<file path="src/rtl/core/jac_pkg.sv">
package jac_pkg;

  // field widths
  localparam int SAMPLE_W   = 16;
  localparam int OUT_W      = 18;
  localparam int SCALE_W    = 16;
  localparam int DBH_W      = 14;
  localparam int DBL_W      = 15;
  localparam int MODE_W     = 8;
  localparam int SRC_W      = 2;
  localparam int CFG_IDX_W  = 3;
  localparam int CFG_DATA_W = 16;

  // datapath widths
  localparam int FRAC_W  = 14;                 // Q2.14 fraction bits
  localparam int XS_W    = SAMPLE_W + 1;       // sample after edge subtraction
  localparam int MAG_W   = SAMPLE_W;           // magnitude of shifted sample
  localparam int DEN_W   = FRAC_W + 1;         // divisor up to 1.0
  localparam int QUOT_W  = MAG_W + FRAC_W;     // renormalized magnitude
  localparam int PROD_W  = QUOT_W + SCALE_W;   // operand times scale magnitude
  localparam int SCALE_SHIFT = 12;             // Q4.12 scale fraction bits
  localparam int PMAG_W  = PROD_W - SCALE_SHIFT;

  // divider sequencing: two quotient bits per cycle
  localparam int DIV_BITS_PER_CYCLE = 2;
  localparam int DIV_STEPS = QUOT_W / DIV_BITS_PER_CYCLE;
  localparam int DIV_CNT_W = $clog2(DIV_STEPS);

  // fixed point constants
  localparam logic [DEN_W-1:0]  Q14_ONE   = DEN_W'(1 << FRAC_W);
  localparam logic [QUOT_W-1:0] Q14_ONE_Q = QUOT_W'(1 << FRAC_W);
  localparam logic signed [OUT_W-1:0] OUT_MAX = {1'b0, {(OUT_W-1){1'b1}}};
  localparam logic signed [OUT_W-1:0] OUT_MIN = {1'b1, {(OUT_W-1){1'b0}}};

  // register indexes
  localparam logic [CFG_IDX_W-1:0] REG_MODE       = 3'd0;
  localparam logic [CFG_IDX_W-1:0] REG_DB_HIGH    = 3'd1;
  localparam logic [CFG_IDX_W-1:0] REG_DB_LOW     = 3'd2;
  localparam logic [CFG_IDX_W-1:0] REG_NORM_SCALE = 3'd3;
  localparam logic [CFG_IDX_W-1:0] REG_TURBO_SCALE = 3'd4;
  localparam logic [CFG_IDX_W-1:0] REG_EN_THR     = 3'd5;
  localparam logic [CFG_IDX_W-1:0] REG_TB_THR     = 3'd6;

  // mode bit positions
  localparam int MB_GATING = 0;
  localparam int MB_EN_LT  = 1;
  localparam int MB_TB_LT  = 2;
  localparam int MB_HOLD   = 3;
  localparam int MB_AXIS   = 4;
  localparam int MB_PLUS   = 5;
  localparam int MB_MINUS  = 6;
  localparam int MB_DB_ON  = 7;

  // register reset values
  localparam logic [MODE_W-1:0]         MODE_RST   = 8'd240;
  localparam logic [DBH_W-1:0]          DBH_RST    = 14'd1311;
  localparam logic signed [DBL_W-1:0]   DBL_RST    = -15'sd1311;
  localparam logic signed [SCALE_W-1:0] NSCALE_RST = 16'sd4096;
  localparam logic signed [SCALE_W-1:0] TSCALE_RST = 16'sd8192;
  localparam logic signed [SAMPLE_W-1:0] THR_RST   = 16'sd8192;

  // result source codes
  localparam logic [SRC_W-1:0] SRC_GATED = 2'd0;
  localparam logic [SRC_W-1:0] SRC_FRESH = 2'd1;
  localparam logic [SRC_W-1:0] SRC_HELD  = 2'd2;

  // beat payloads
  typedef struct packed {
    logic signed [SAMPLE_W-1:0] axis_sample;
    logic                       plus_button;
    logic                       minus_button;
    logic signed [SAMPLE_W-1:0] enable_level;
    logic signed [SAMPLE_W-1:0] turbo_level;
  } in_beat_t;

  typedef struct packed {
    logic signed [OUT_W-1:0] axis_out;
    logic [SRC_W-1:0]        source;
  } out_beat_t;

  typedef struct packed {
    logic [CFG_IDX_W-1:0]  index;
    logic [CFG_DATA_W-1:0] wdata;
  } cfg_beat_t;

  // divider control and status
  typedef struct packed {
    logic start;
  } div_ctl_t;

  typedef struct packed {
    logic done;
  } div_sts_t;

endpackage

</file>
<file path="src/rtl/core/jac_ifs.sv">
interface jac_in_if import jac_pkg::*; ();
  logic     valid;
  logic     ready;
  in_beat_t data;

  modport source (output valid, output data, input ready);
  modport sink (input valid, input data, output ready);
endinterface

interface jac_out_if import jac_pkg::*; ();
  logic      valid;
  logic      ready;
  out_beat_t data;

  modport source (output valid, output data, input ready);
  modport sink (input valid, input data, output ready);
endinterface

interface jac_cfg_if import jac_pkg::*; ();
  logic      valid;
  logic      ready;
  cfg_beat_t data;

  modport source (output valid, output data, input ready);
  modport sink (input valid, input data, output ready);
endinterface

</file>
<file path="src/rtl/core/joystick_axis_conditioner_top.sv">
// a renormalizing sample passes PREP, DINIT, DIV, MUL, SAT and FIN; one that the deadband does
// not renormalize skips DINIT and DIV, and a gated-off sample goes from PREP straight to FIN
// a new sample is taken only in IDLE, after the last result is loaded into the result
// register; the serial divider (two quotient bits per cycle, 15 steps) lengthens the renormalizing path
// reset (rst_n, synchronous): configuration registers return to defaults, held value clears,
// result register empties
module joystick_axis_conditioner_top import jac_pkg::*; (
  input logic      clk,
  input logic      rst_n,
  jac_in_if.sink   in_ch,
  jac_out_if.source out_ch,
  jac_cfg_if.sink  cfg_ch
);

  localparam logic [2:0] S_IDLE  = 3'd0;
  localparam logic [2:0] S_PREP  = 3'd1;
  localparam logic [2:0] S_DINIT = 3'd2;
  localparam logic [2:0] S_DIV   = 3'd3;
  localparam logic [2:0] S_MUL   = 3'd4;
  localparam logic [2:0] S_SAT   = 3'd5;
  localparam logic [2:0] S_FIN   = 3'd6;

  // configuration registers
  logic [MODE_W-1:0]          mode_r;
  logic [DBH_W-1:0]           db_high_r;
  logic signed [DBL_W-1:0]    db_low_r;
  logic signed [SCALE_W-1:0]  norm_scale_r;
  logic signed [SCALE_W-1:0]  turbo_scale_r;
  logic signed [SAMPLE_W-1:0] en_thr_r;
  logic signed [SAMPLE_W-1:0] tb_thr_r;

  // sequencer and item registers
  logic [2:0]                 state_r;
  logic [2:0]                 state_nxt;
  logic signed [SAMPLE_W-1:0] x_r;
  logic                       plus_r;
  logic                       minus_r;
  logic signed [SAMPLE_W-1:0] en_level_r;
  logic signed [SAMPLE_W-1:0] tb_level_r;
  logic                       gated_r;
  logic signed [XS_W-1:0]     xs_r;
  logic [QUOT_W-1:0]          opnd_r;
  logic                       neg_r;
  logic [SCALE_W-1:0]         scale_mag_r;
  logic                       neg_scale_r;
  logic [PROD_W-1:0]          prod_r;
  logic signed [OUT_W-1:0]    val_r;
  logic signed [OUT_W-1:0]    held_r;
  logic                       out_valid_r;
  out_beat_t                  out_beat_r;

  // prep stage terms
  logic                       en_act;
  logic                       tb_act;
  logic                       gated;
  logic signed [XS_W-1:0]     x_ext;
  logic signed [XS_W-1:0]     hi_ext;
  logic signed [XS_W-1:0]     lo_ext;
  logic                       ge_hi;
  logic                       le_lo;
  logic                       inband;
  logic signed [XS_W-1:0]     xs;
  logic [MAG_W-1:0]           abs_x;
  logic signed [SCALE_W-1:0]  scale_sel;
  logic [SCALE_W:0]           scale_neg;

  // divider setup terms
  logic [DEN_W-1:0]           den_hi;
  logic signed [DEN_W:0]      low_ext;
  logic [DEN_W:0]             abs_low;
  logic [DEN_W:0]             den_lo_raw;
  logic [DEN_W-1:0]           den_lo;
  logic [XS_W-1:0]            abs_xs;

  // saturation terms
  logic [PMAG_W-1:0]          pmag;
  logic signed [OUT_W-1:0]    sat_val;

  // divider link
  div_ctl_t                   div_ctl;
  div_sts_t                   div_sts;
  logic [QUOT_W-1:0]          quot;

  logic in_fire;
  logic out_fire;
  logic out_load;
  logic store;

  assign in_ch.ready  = (state_r == S_IDLE);
  assign cfg_ch.ready = 1'b1;
  assign in_fire      = in_ch.valid & in_ch.ready;
  assign out_fire     = out_ch.valid & out_ch.ready;
  assign out_load     = (state_r == S_FIN) & (~out_valid_r | out_ch.ready);

  // configuration writes
  always_ff @(posedge clk) begin
    if (!rst_n) begin
      mode_r        <= MODE_RST;
      db_high_r     <= DBH_RST;
      db_low_r      <= DBL_RST;
      norm_scale_r  <= NSCALE_RST;
      turbo_scale_r <= TSCALE_RST;
      en_thr_r      <= THR_RST;
      tb_thr_r      <= THR_RST;
    end else if (cfg_ch.valid && cfg_ch.ready) begin
      case (cfg_ch.data.index)
        REG_MODE:        mode_r        <= cfg_ch.data.wdata[MODE_W-1:0];
        REG_DB_HIGH:     db_high_r     <= cfg_ch.data.wdata[DBH_W-1:0];
        REG_DB_LOW:      db_low_r      <= $signed(cfg_ch.data.wdata[DBL_W-1:0]);
        REG_NORM_SCALE:  norm_scale_r  <= $signed(cfg_ch.data.wdata);
        REG_TURBO_SCALE: turbo_scale_r <= $signed(cfg_ch.data.wdata);
        REG_EN_THR:      en_thr_r      <= $signed(cfg_ch.data.wdata);
        REG_TB_THR:      tb_thr_r      <= $signed(cfg_ch.data.wdata);
        default: ;
      endcase
    end
  end

  // level compare, gating, deadband edge subtraction, magnitude and scale select
  always_comb begin
    en_act = mode_r[MB_EN_LT] ? (en_level_r < en_thr_r) : (en_level_r > en_thr_r);
    tb_act = mode_r[MB_TB_LT] ? (tb_level_r < tb_thr_r) : (tb_level_r > tb_thr_r);
    gated  = mode_r[MB_GATING] & ~en_act & ~tb_act;
    x_ext  = XS_W'(x_r);
    hi_ext = $signed({{(XS_W-DBH_W){1'b0}}, db_high_r});
    lo_ext = XS_W'(db_low_r);
    ge_hi  = (x_ext >= hi_ext);
    le_lo  = (x_ext <= lo_ext);
    inband = ~ge_hi & ~le_lo;
    if (ge_hi) begin
      xs = x_ext - hi_ext;
    end else begin
      xs = x_ext - lo_ext;
    end
    abs_x     = x_r[SAMPLE_W-1] ? MAG_W'(-x_ext) : MAG_W'(x_ext);
    scale_sel = (mode_r[MB_GATING] & tb_act) ? turbo_scale_r : norm_scale_r;
    scale_neg = -{scale_sel[SCALE_W-1], scale_sel};
  end

  // divisor for each edge and magnitude of the shifted sample
  always_comb begin
    den_hi     = Q14_ONE - {1'b0, db_high_r};
    low_ext    = (DEN_W+1)'(db_low_r);
    abs_low    = low_ext[DEN_W] ? (DEN_W+1)'(-low_ext) : (DEN_W+1)'(low_ext);
    den_lo_raw = {1'b0, Q14_ONE} - abs_low;
    den_lo     = (den_lo_raw == '0) ? DEN_W'(1) : den_lo_raw[DEN_W-1:0];
    abs_xs     = xs_r[XS_W-1] ? XS_W'(-xs_r) : XS_W'(xs_r);
  end

  assign div_ctl.start = (state_r == S_DINIT);

  jac_div u_div (
    .clk      (clk),
    .rst_n    (rst_n),
    .ctl      (div_ctl),
    .dividend (abs_xs[MAG_W-1:0]),
    .divisor  ((xs_r > 0) ? den_hi : den_lo),
    .sts      (div_sts),
    .quotient (quot)
  );

  // sign, shift by the scale fraction and saturate
  always_comb begin
    pmag = prod_r[PROD_W-1:SCALE_SHIFT];
    if (neg_r ^ neg_scale_r) begin
      if (pmag >= PMAG_W'(1 << (OUT_W-1))) begin
        sat_val = OUT_MIN;
      end else begin
        sat_val = -$signed(pmag[OUT_W-1:0]);
      end
    end else begin
      if (pmag > PMAG_W'(OUT_MAX)) begin
        sat_val = OUT_MAX;
      end else begin
        sat_val = $signed(pmag[OUT_W-1:0]);
      end
    end
  end

  // hold decision
  assign store = plus_r | minus_r | (mode_r[MB_AXIS] & (~mode_r[MB_HOLD] | (val_r != '0)));

  // sequencer next state
  always_comb begin
    state_nxt = state_r;
    case (state_r)
      S_IDLE: begin
        if (in_fire) state_nxt = S_PREP;
      end
      S_PREP: begin
        if (gated) begin
          state_nxt = S_FIN;
        end else if (plus_r | minus_r | ~mode_r[MB_DB_ON] | inband) begin
          state_nxt = S_MUL;
        end else begin
          state_nxt = S_DINIT;
        end
      end
      S_DINIT: state_nxt = S_DIV;
      S_DIV: begin
        if (div_sts.done) state_nxt = S_MUL;
      end
      S_MUL: state_nxt = S_SAT;
      S_SAT: state_nxt = S_FIN;
      S_FIN: begin
        if (out_load) state_nxt = S_IDLE;
      end
      default: state_nxt = S_IDLE;
    endcase
  end

  // control registers
  always_ff @(posedge clk) begin
    if (!rst_n) begin
      state_r     <= S_IDLE;
      out_valid_r <= 1'b0;
      held_r      <= '0;
    end else begin
      state_r <= state_nxt;
      if (out_load) begin
        out_valid_r <= 1'b1;
      end else if (out_fire) begin
        out_valid_r <= 1'b0;
      end
      if (out_load && !gated_r && store) begin
        held_r <= val_r;
      end
    end
  end

  // item datapath
  always_ff @(posedge clk) begin
    if (in_fire) begin
      x_r        <= mode_r[MB_AXIS] ? in_ch.data.axis_sample : '0;
      plus_r     <= mode_r[MB_PLUS] & in_ch.data.plus_button;
      minus_r    <= mode_r[MB_MINUS] & in_ch.data.minus_button;
      en_level_r <= in_ch.data.enable_level;
      tb_level_r <= in_ch.data.turbo_level;
    end
    if (state_r == S_PREP) begin
      gated_r     <= gated;
      xs_r        <= xs;
      neg_scale_r <= scale_sel[SCALE_W-1];
      scale_mag_r <= scale_sel[SCALE_W-1] ? scale_neg[SCALE_W-1:0] : $unsigned(scale_sel);
      // buttons override, then raw magnitude or a zero from inside the deadband
      if (plus_r | minus_r) begin
        opnd_r <= (plus_r & minus_r) ? '0 : Q14_ONE_Q;
        neg_r  <= minus_r & ~plus_r;
      end else if (!mode_r[MB_DB_ON]) begin
        opnd_r <= QUOT_W'(abs_x);
        neg_r  <= x_r[SAMPLE_W-1];
      end else begin
        opnd_r <= '0;
        neg_r  <= 1'b0;
      end
    end
    if (state_r == S_DINIT) begin
      neg_r <= xs_r[XS_W-1];
    end
    if (state_r == S_DIV && div_sts.done) begin
      opnd_r <= quot;
    end
    if (state_r == S_MUL) begin
      prod_r <= PROD_W'(opnd_r) * PROD_W'(scale_mag_r);
    end
    if (state_r == S_SAT) begin
      val_r <= sat_val;
    end
    if (out_load) begin
      if (gated_r) begin
        out_beat_r.axis_out <= '0;
        out_beat_r.source   <= SRC_GATED;
      end else if (store || !mode_r[MB_HOLD]) begin
        out_beat_r.axis_out <= val_r;
        out_beat_r.source   <= SRC_FRESH;
      end else begin
        out_beat_r.axis_out <= held_r;
        out_beat_r.source   <= SRC_HELD;
      end
    end
  end

  assign out_ch.valid = out_valid_r;
  assign out_ch.data  = out_beat_r;

endmodule

</file>
<file path="src/rtl/core/jac_div.sv">
module jac_div import jac_pkg::*; (
  input  logic              clk,
  input  logic              rst_n,
  input  div_ctl_t          ctl,
  input  logic [MAG_W-1:0]  dividend,
  input  logic [DEN_W-1:0]  divisor,
  output div_sts_t          sts,
  output logic [QUOT_W-1:0] quotient
);

  logic                 busy_r;
  logic                 done_r;
  logic [DIV_CNT_W-1:0] cnt_r;
  logic [DEN_W-1:0]     rem_r;
  logic [DEN_W-1:0]     rem_nxt;
  logic [QUOT_W-1:0]    dvd_r;
  logic [QUOT_W-1:0]    dvd_nxt;
  logic [DEN_W-1:0]     den_r;

  // two restoring steps per cycle, quotient bits shift in behind the dividend
  always_comb begin
    logic [DEN_W:0] r2;
    logic           ge;
    rem_nxt = rem_r;
    dvd_nxt = dvd_r;
    for (int i = 0; i < DIV_BITS_PER_CYCLE; i++) begin
      r2 = {rem_nxt, dvd_nxt[QUOT_W-1]};
      ge = (r2 >= {1'b0, den_r});
      rem_nxt = ge ? DEN_W'(r2 - {1'b0, den_r}) : DEN_W'(r2);
      dvd_nxt = {dvd_nxt[QUOT_W-2:0], ge};
    end
  end

  // step sequencer
  always_ff @(posedge clk) begin
    if (!rst_n) begin
      busy_r <= 1'b0;
      done_r <= 1'b0;
      cnt_r  <= '0;
    end else begin
      done_r <= 1'b0;
      if (ctl.start) begin
        busy_r <= 1'b1;
        cnt_r  <= '0;
      end else if (busy_r) begin
        cnt_r <= cnt_r + 1'b1;
        if (cnt_r == DIV_CNT_W'(DIV_STEPS - 1)) begin
          busy_r <= 1'b0;
          done_r <= 1'b1;
        end
      end
    end
  end

  // datapath
  always_ff @(posedge clk) begin
    if (ctl.start) begin
      rem_r <= '0;
      dvd_r <= {dividend, {FRAC_W{1'b0}}};
      den_r <= divisor;
    end else if (busy_r) begin
      rem_r <= rem_nxt;
      dvd_r <= dvd_nxt;
    end
  end

  assign sts.done = done_r;
  assign quotient = dvd_r;

endmodule
</file>
<file path="src/flat_wrapper.sv">
// flat-port wrapper written by rule: the top's interface ports become plain ports
module joystick_axis_conditioner_top_flat import jac_pkg::*;
  (clk, rst_n, in_ch_valid, in_ch_data, in_ch_ready, out_ch_valid, out_ch_data, out_ch_ready, cfg_ch_valid, cfg_ch_data, cfg_ch_ready);
  jac_in_if in_ch_i ();
  jac_out_if out_ch_i ();
  jac_cfg_if cfg_ch_i ();
  input logic clk;
  input logic rst_n;
  input wire logic [$bits(in_ch_i.valid)-1:0] in_ch_valid;
  input wire logic [$bits(in_ch_i.data)-1:0] in_ch_data;
  output wire logic [$bits(in_ch_i.ready)-1:0] in_ch_ready;
  output wire logic [$bits(out_ch_i.valid)-1:0] out_ch_valid;
  output wire logic [$bits(out_ch_i.data)-1:0] out_ch_data;
  input wire logic [$bits(out_ch_i.ready)-1:0] out_ch_ready;
  input wire logic [$bits(cfg_ch_i.valid)-1:0] cfg_ch_valid;
  input wire logic [$bits(cfg_ch_i.data)-1:0] cfg_ch_data;
  output wire logic [$bits(cfg_ch_i.ready)-1:0] cfg_ch_ready;
  assign in_ch_i.valid = in_ch_valid;
  assign in_ch_i.data = in_ch_data;
  assign in_ch_ready = in_ch_i.ready;
  assign out_ch_valid = out_ch_i.valid;
  assign out_ch_data = out_ch_i.data;
  assign out_ch_i.ready = out_ch_ready;
  assign cfg_ch_i.valid = cfg_ch_valid;
  assign cfg_ch_i.data = cfg_ch_data;
  assign cfg_ch_ready = cfg_ch_i.ready;
  joystick_axis_conditioner_top u_core (.clk(clk), .rst_n(rst_n), .in_ch(in_ch_i), .out_ch(out_ch_i), .cfg_ch(cfg_ch_i));
endmodule
</file>
<file path="config.mk">
export PLATFORM = sky130hd
export DESIGN_NAME = joystick_axis_conditioner_top_flat
export DESIGN_NICKNAME = d
export VERILOG_FILES = /design/src/rtl/core/jac_pkg.sv /design/src/rtl/core/jac_ifs.sv /design/src/rtl/core/joystick_axis_conditioner_top.sv /design/src/rtl/core/jac_div.sv /design/src/flat_wrapper.sv
export SDC_FILE = /design/constraint.sdc
export NUM_CORES = 2
export LEC_CHECK = 0
export BUFFER_PORTS_ARGS = -buffer_cell sky130_fd_sc_hd__clkbuf_2
export CAP_MARGIN = 10
export CORE_MARGIN = 10
export CORE_UTILIZATION = 40
export CTS_CLUSTER_SIZE = 40
export DETAILED_ROUTE_END_ITERATION = 16
export GPL_TIMING_DRIVEN = 0
export SYNTH_ARGS = -nofsm -noshare
export SYNTH_HDL_FRONTEND = slang
export SYNTH_SLANG_ARGS = --single-unit
</file>
<file path="constraint.sdc">
create_clock -name clk -period 6.37 [get_ports clk]
set_input_delay 0.9555 -clock clk [delete_from_list [all_inputs] [get_ports clk]]
set_output_delay 0.9555 -clock clk [all_outputs]
set_load 0.005 [all_outputs]
</file>
# == Yosys cells after proc, flatten, opt, wreduce, memory -nomap -nowiden ==
# Index checks and enable logic that the tools add are counted.
# totals
elab_cells,165
in_bits,74
ff_bits,389
# op_classes
mul,1
n_reduce_logical,24
n_eq_ne,16
bitwise,29
mux,39
magnitude_cmp,11
add_sub_neg,12
# op_table
operator,n
$mux W30,5
$mux W15,6
$mux W16,5
$mux W18,3
$ge A16 B15 Y1,3
$neg A16 Y16,3
$mul A30 B16 Y46,1
$ge A34 B18 Y1 const B,1
$gt A34 B17 Y1 const B,1
$sub A16 B15 Y17,2
$gt A16 B16 Y1,2
$lt A16 B16 Y1,2
$sub A15 B15 Y15,2
$pmux W3 S7,1
$mux W20,1
$eq A3 B3 Y1 const B,6
$neg A18 Y18,1
$reduce_bool A18 Y1,1
$gt A17 B1 Y1 const B,1
$mux W17,1
$le A16 B15 Y1,1
$logic_not A16 Y1,1
$neg A15 Y16,1
$sub A15 B16 Y16 const A,1
other kinds (22),80

# == Logic depth before layout (Yosys ltp) ==
# logic_depth
depth_word,7
depth_mapped,25
mapped_depth_nobuf,24

# == Hierarchy ==
# A second synthesis with hierarchy kept.
# hier_totals
cells_unflattened,3909
area_unflattened_um2,35850.6
# modules_own_cells
mod,instances,cells_per_inst,area_each_um2
joystick_axis_conditioner_top,1,3441,31510.2
jac_div,1,468,4340.4

# == Worst setup path after synthesis ==
# No wires, ideal clock.
# synth_timing
path_kind,flip-flop to flip-flop
startpoint,register u_core.opnd_r[5]
endpoint,"register u_core.prod_r[42], data pin"
stages_incl_launch_ff,24
slack_ns,0.009
arrival_ns,6.103
setup_time_ns,0.258
n_path_buf,1
required_ns,6.112
path_cell_list,edfxtp_1 > clkbuf_1 > and2_1 > fa_1 > inv_1 > fa_1 > fa_1 > fa_1 > inv_1 > fa_1 > inv_1 > fa_1 > inv_1 > ha_1 > o21a_1 > o211ai_1 > or2_2 > o21ai_1 > o211ai_1 > a31oi_1 > a21oi_1 > a22oi_1 > a21oi_1 > xnor2_1
# synth_between
elab_chain_len,1
# synth_lines
item,line,source
start: declaration,joystick_axis_conditioner_top.sv:42,logic [QUOT_W-1:0] opnd_r;
start signal: assignment,joystick_axis_conditioner_top.sv:247,opnd_r <= (plus_r & minus_r) ? '0 : Q14_ONE_Q;
start signal: assignment,joystick_axis_conditioner_top.sv:250,opnd_r <= QUOT_W'(abs_x);
start signal: assignment,joystick_axis_conditioner_top.sv:261,opnd_r <= quot;
$mul A30 B16 Y46,joystick_axis_conditioner_top.sv:264,prod_r <= PROD_W'(opnd_r) * PROD_W'(scale_mag_r);
end signal: assignment,joystick_axis_conditioner_top.sv:264,
end: declaration,joystick_axis_conditioner_top.sv:46,logic [PROD_W-1:0] prod_r;
# Every way passes these cells.
# A chain may end at the register's enable or synchronous reset.

# == Worst setup path in the final report ==
# layout_timing
startpoint,register u_core.opnd_r[3]
endpoint,"register u_core.prod_r[29], data pin"
# The elaborated chain is that of the path after synthesis.

==> impl_metrics.csv <==
group,metric,value,unit
cells_and_area,finalNonFillerCells,5142,
detailed_routing,initialDrtViolationCount,1818,
worst_setup_path,crit_type,"flip-flop to flip-flop",
worst_setup_path,cpMostUsedCell,"fa_1",
grt,grt_usage,20.4,%
place,io_buffers,92,
cells_and_area,area_growth,13.2,%
timing,timing.final.crit_share,102,%
worst_setup_path,start_kind,"flip-flop",
synthesis,syn_nets,4433,
synthesis,syn_inst,3750,
hold_path,hold_path.class,"flip-flop to flip-flop",
synthesis,netlist_area,34800,um2
detailed_routing,vias,26861,
die,dieArea,99300,um2
cells_and_area,multiInputGateArea,22900,um2
cts,cts.sinks,377,
detailed_routing,avgRoutedWirePerCell,19.8,um
cells_and_area,ff_latch_area,9740,um2
grt,grt_overflow_total,0,
worst_setup_path,cp.required,6.67,ns
worst_setup_path,worstPathArrival,6.80,ns
timing,fmax,154,MHz
grt,grt_max_degree,42,
die,placeableCoreArea,86600,um2
grt,antenna_found_initial,3,
synthesis,syn_avg_cell_area,9.29,um2
cts,cts_inserted_buffers,43,
detailed_routing,drcViolationCount,0,
synthesis,synth_top_area_share,22.6,%
die,num_io_pins,97,
synthesis,ys_types,79,
cts,clk_latency,0.58,ns
synthesis,synth_area_leaders,"fa_1 23%, edfxtp_1 19%, dfxtp_1 9.1%, ha_1 7.8%, nand2_1 6.4%",
place,place_ws,-1.66,ns
timing,slew_headroom,20.6,%
outcome,violations,"negative setup slack",
cts,cts_tree,"built",
timing,skew,0.0351,ns
cells_and_area,fillers,8243,
detailed_routing,vias_per_cell,5.22,
detailed_routing,routed_wl,102000,um
worst_setup_path,cp_top_family,"adder cells",
worst_setup_path,cpMaxStageDelayCell,"fa_1",
worst_setup_path,crit_buf_inv,6,
cts,clk_path_buf_depth,3,
place,routabilityCongestion,0.961,
synthesis,ys_warn_count,0,
synthesis,async_reset_ff_share,0,%
cts,cts_htree_levels,2,
synthesis,ys_ff_latch,377,
place,hpwl,80200,um
place,dpl.cell_count,5003,
synthesis,ys_seq_area_share,28.0,%
synthesis,synth_edf_count,219,
cells_and_area,layout.nets,4632,
timing,rsz0062_at_grt,"true",
worst_setup_path,path_cells,"clkbuf_8 -> and2_1 -> fa_1 -> inv_1 -> fa_1 -> inv_1 -> fa_1 -> fa_1 -> fa_1 -> inv_1 -> fa_1 -> inv_1 -> ha_4 -> nand4_1 -> o22ai_2 -> a211oi_2 -> o21ai_4 -> buf_4 -> o211ai_1 -> nand2_1 -> a221o_1 -> xor2_1",
worst_setup_path,path_max_fanout,6,
synthesis,synth_flop_cell,"edfxtp_1",
synthesis,synth_top_area_cell,"fa_1",
cells_and_area,drive_gt1_share,10.2,%
run,drv_cap,0,
worst_setup_path,max_stage_delay,0.56,ns
outcome,status,"finished, violations left",
timing,drv_slew,0,
detailed_routing,firstDrtPassIters,6,
die,rows,108,
worst_setup_path,end_kind,"flip-flop",
timing,setup_viol,8,
detailed_routing,ant_nets,0,
timing,fin_crit,6.50,ns
timing,worstMarginPinSlew,1.18,ns
timing,hold_viol,0,
timing,setup_tns,-0.481,ns
timing,setup_ws,-0.134,ns
grt,grt_pass1_wl,159000,um
cts,path_clk_slew,0.06,ns
cts,root_buffer,"clkbuf_16",
die,die_x,315,um
synthesis,yosysMostFrequentCell,"nand2_1",
die,start_util,40.2,%
synthesis,synth_top_cells_by_count,"595 x nand2_1, 536 x inv_1, 393 x fa_1",
grt,grt_pass1_vias,27583,
die,die_y,315,um
metal layers:
layer	global-route usage, %	part of all wire, %
met1	26.8	43
met2	34.0	47
met3	3.01	5.9
met4	6.89	3.6
met5	0	0.018
worst paths after layout:
check                         from                end  cells past startpoint  slack [ns]
setup reg to reg  u_core.opnd_r[3]  u_core.prod_r[29]                     22       -0.13
setup / recovery  u_core.opnd_r[3]  u_core.prod_r[29]                     22       -0.13
hold / removal    u_core.mode_r[5]   u_core.mode_r[5]                      2        0.46
hold reg to reg   u_core.mode_r[5]   u_core.mode_r[5]                      2        0.46
stage by stage:
| step | area (um2) | hold WS (ns) | utilization (%) |
|---|---|---|---|
| 2_1_floorplan | 34800 | 0.432 | - |
| 3_3_place_gp | 36700 | 0.443 | 42.4 |
| 3_5_place_dp | 36800 | 0.448 | 42.5 |
| 4_1_cts | 39300 | 0.465 | 45.3 |
| 5_1_grt | 39400 | 0.478 | 45.5 |
| 6_report | 39400 | 0.464 | 45.5 |
area by class of cell:
type | instances | share of cell area (%)
Tap cell | 1155 | 3.67
Clock inverter | 28 | 0.587
Timing Repair Buffer | 154 | 2.55
Sequential cell | 377 | 24.7
Clock buffer | 52 | 2.92
Multi-Input combinational cell | 2673 | 58.1
Buffer | 163 | 2.36
Antenna cell | 3 | 0.0190
Inverter | 537 | 5.11
cells in the final DEF (no fill, tap or decap), drive strengths merged, types with 119 or more instances in the layout:
cell type  count
nand2        595
ha           216
inv          543
nor2         130
and2         241
o21ai        159
edfxtp       219
dfxtp        158
fa           393
clkbuf       288
a21oi        119
cell families (layout without fill, tap and decap cells):
group	after synthesis	count (layout)	synth area share, %
muxes	84	84	2.44
xor gates and xnor gates	164	164	4.12
other	1	4	0.0108
buffers and inverters	700	934	7.56
AOI/OAI and AO/OA	541	541	9.95
DFF	377	377	28.0
adders and majority gates	609	609	30.3
and+or+nand+nor	1274	1274	17.6
registers in the layout, summed over array words and instances (netlist names), 17 cells and up:
signal	flops
u_core.held_r	18
u_core.u_div.quotient	30
u_core.opnd_r	30
u_core.prod_r	34
u_core.xs_r	17
u_core.out_ch.data	20
u_core.val_r	18
timing repair:
action                                  4_1_cts  5_1_grt
hold buffers                                  0        0
endpoints found under the setup margin       33       25
buffers inserted                             46        8
gates cloned                                  1        0
pin swaps                                    68       13
resized for setup                           205       27
worst min-delay path, stage by stage (launching register included):
cell and delay (ns):
dfxtp_1 0.32, nand2_1 0.05, nand3_1 0.07
Power is left out: the tool's default activity adds up to more than one toggle a clock period on the data nets, which glitch-free logic cannot reach.
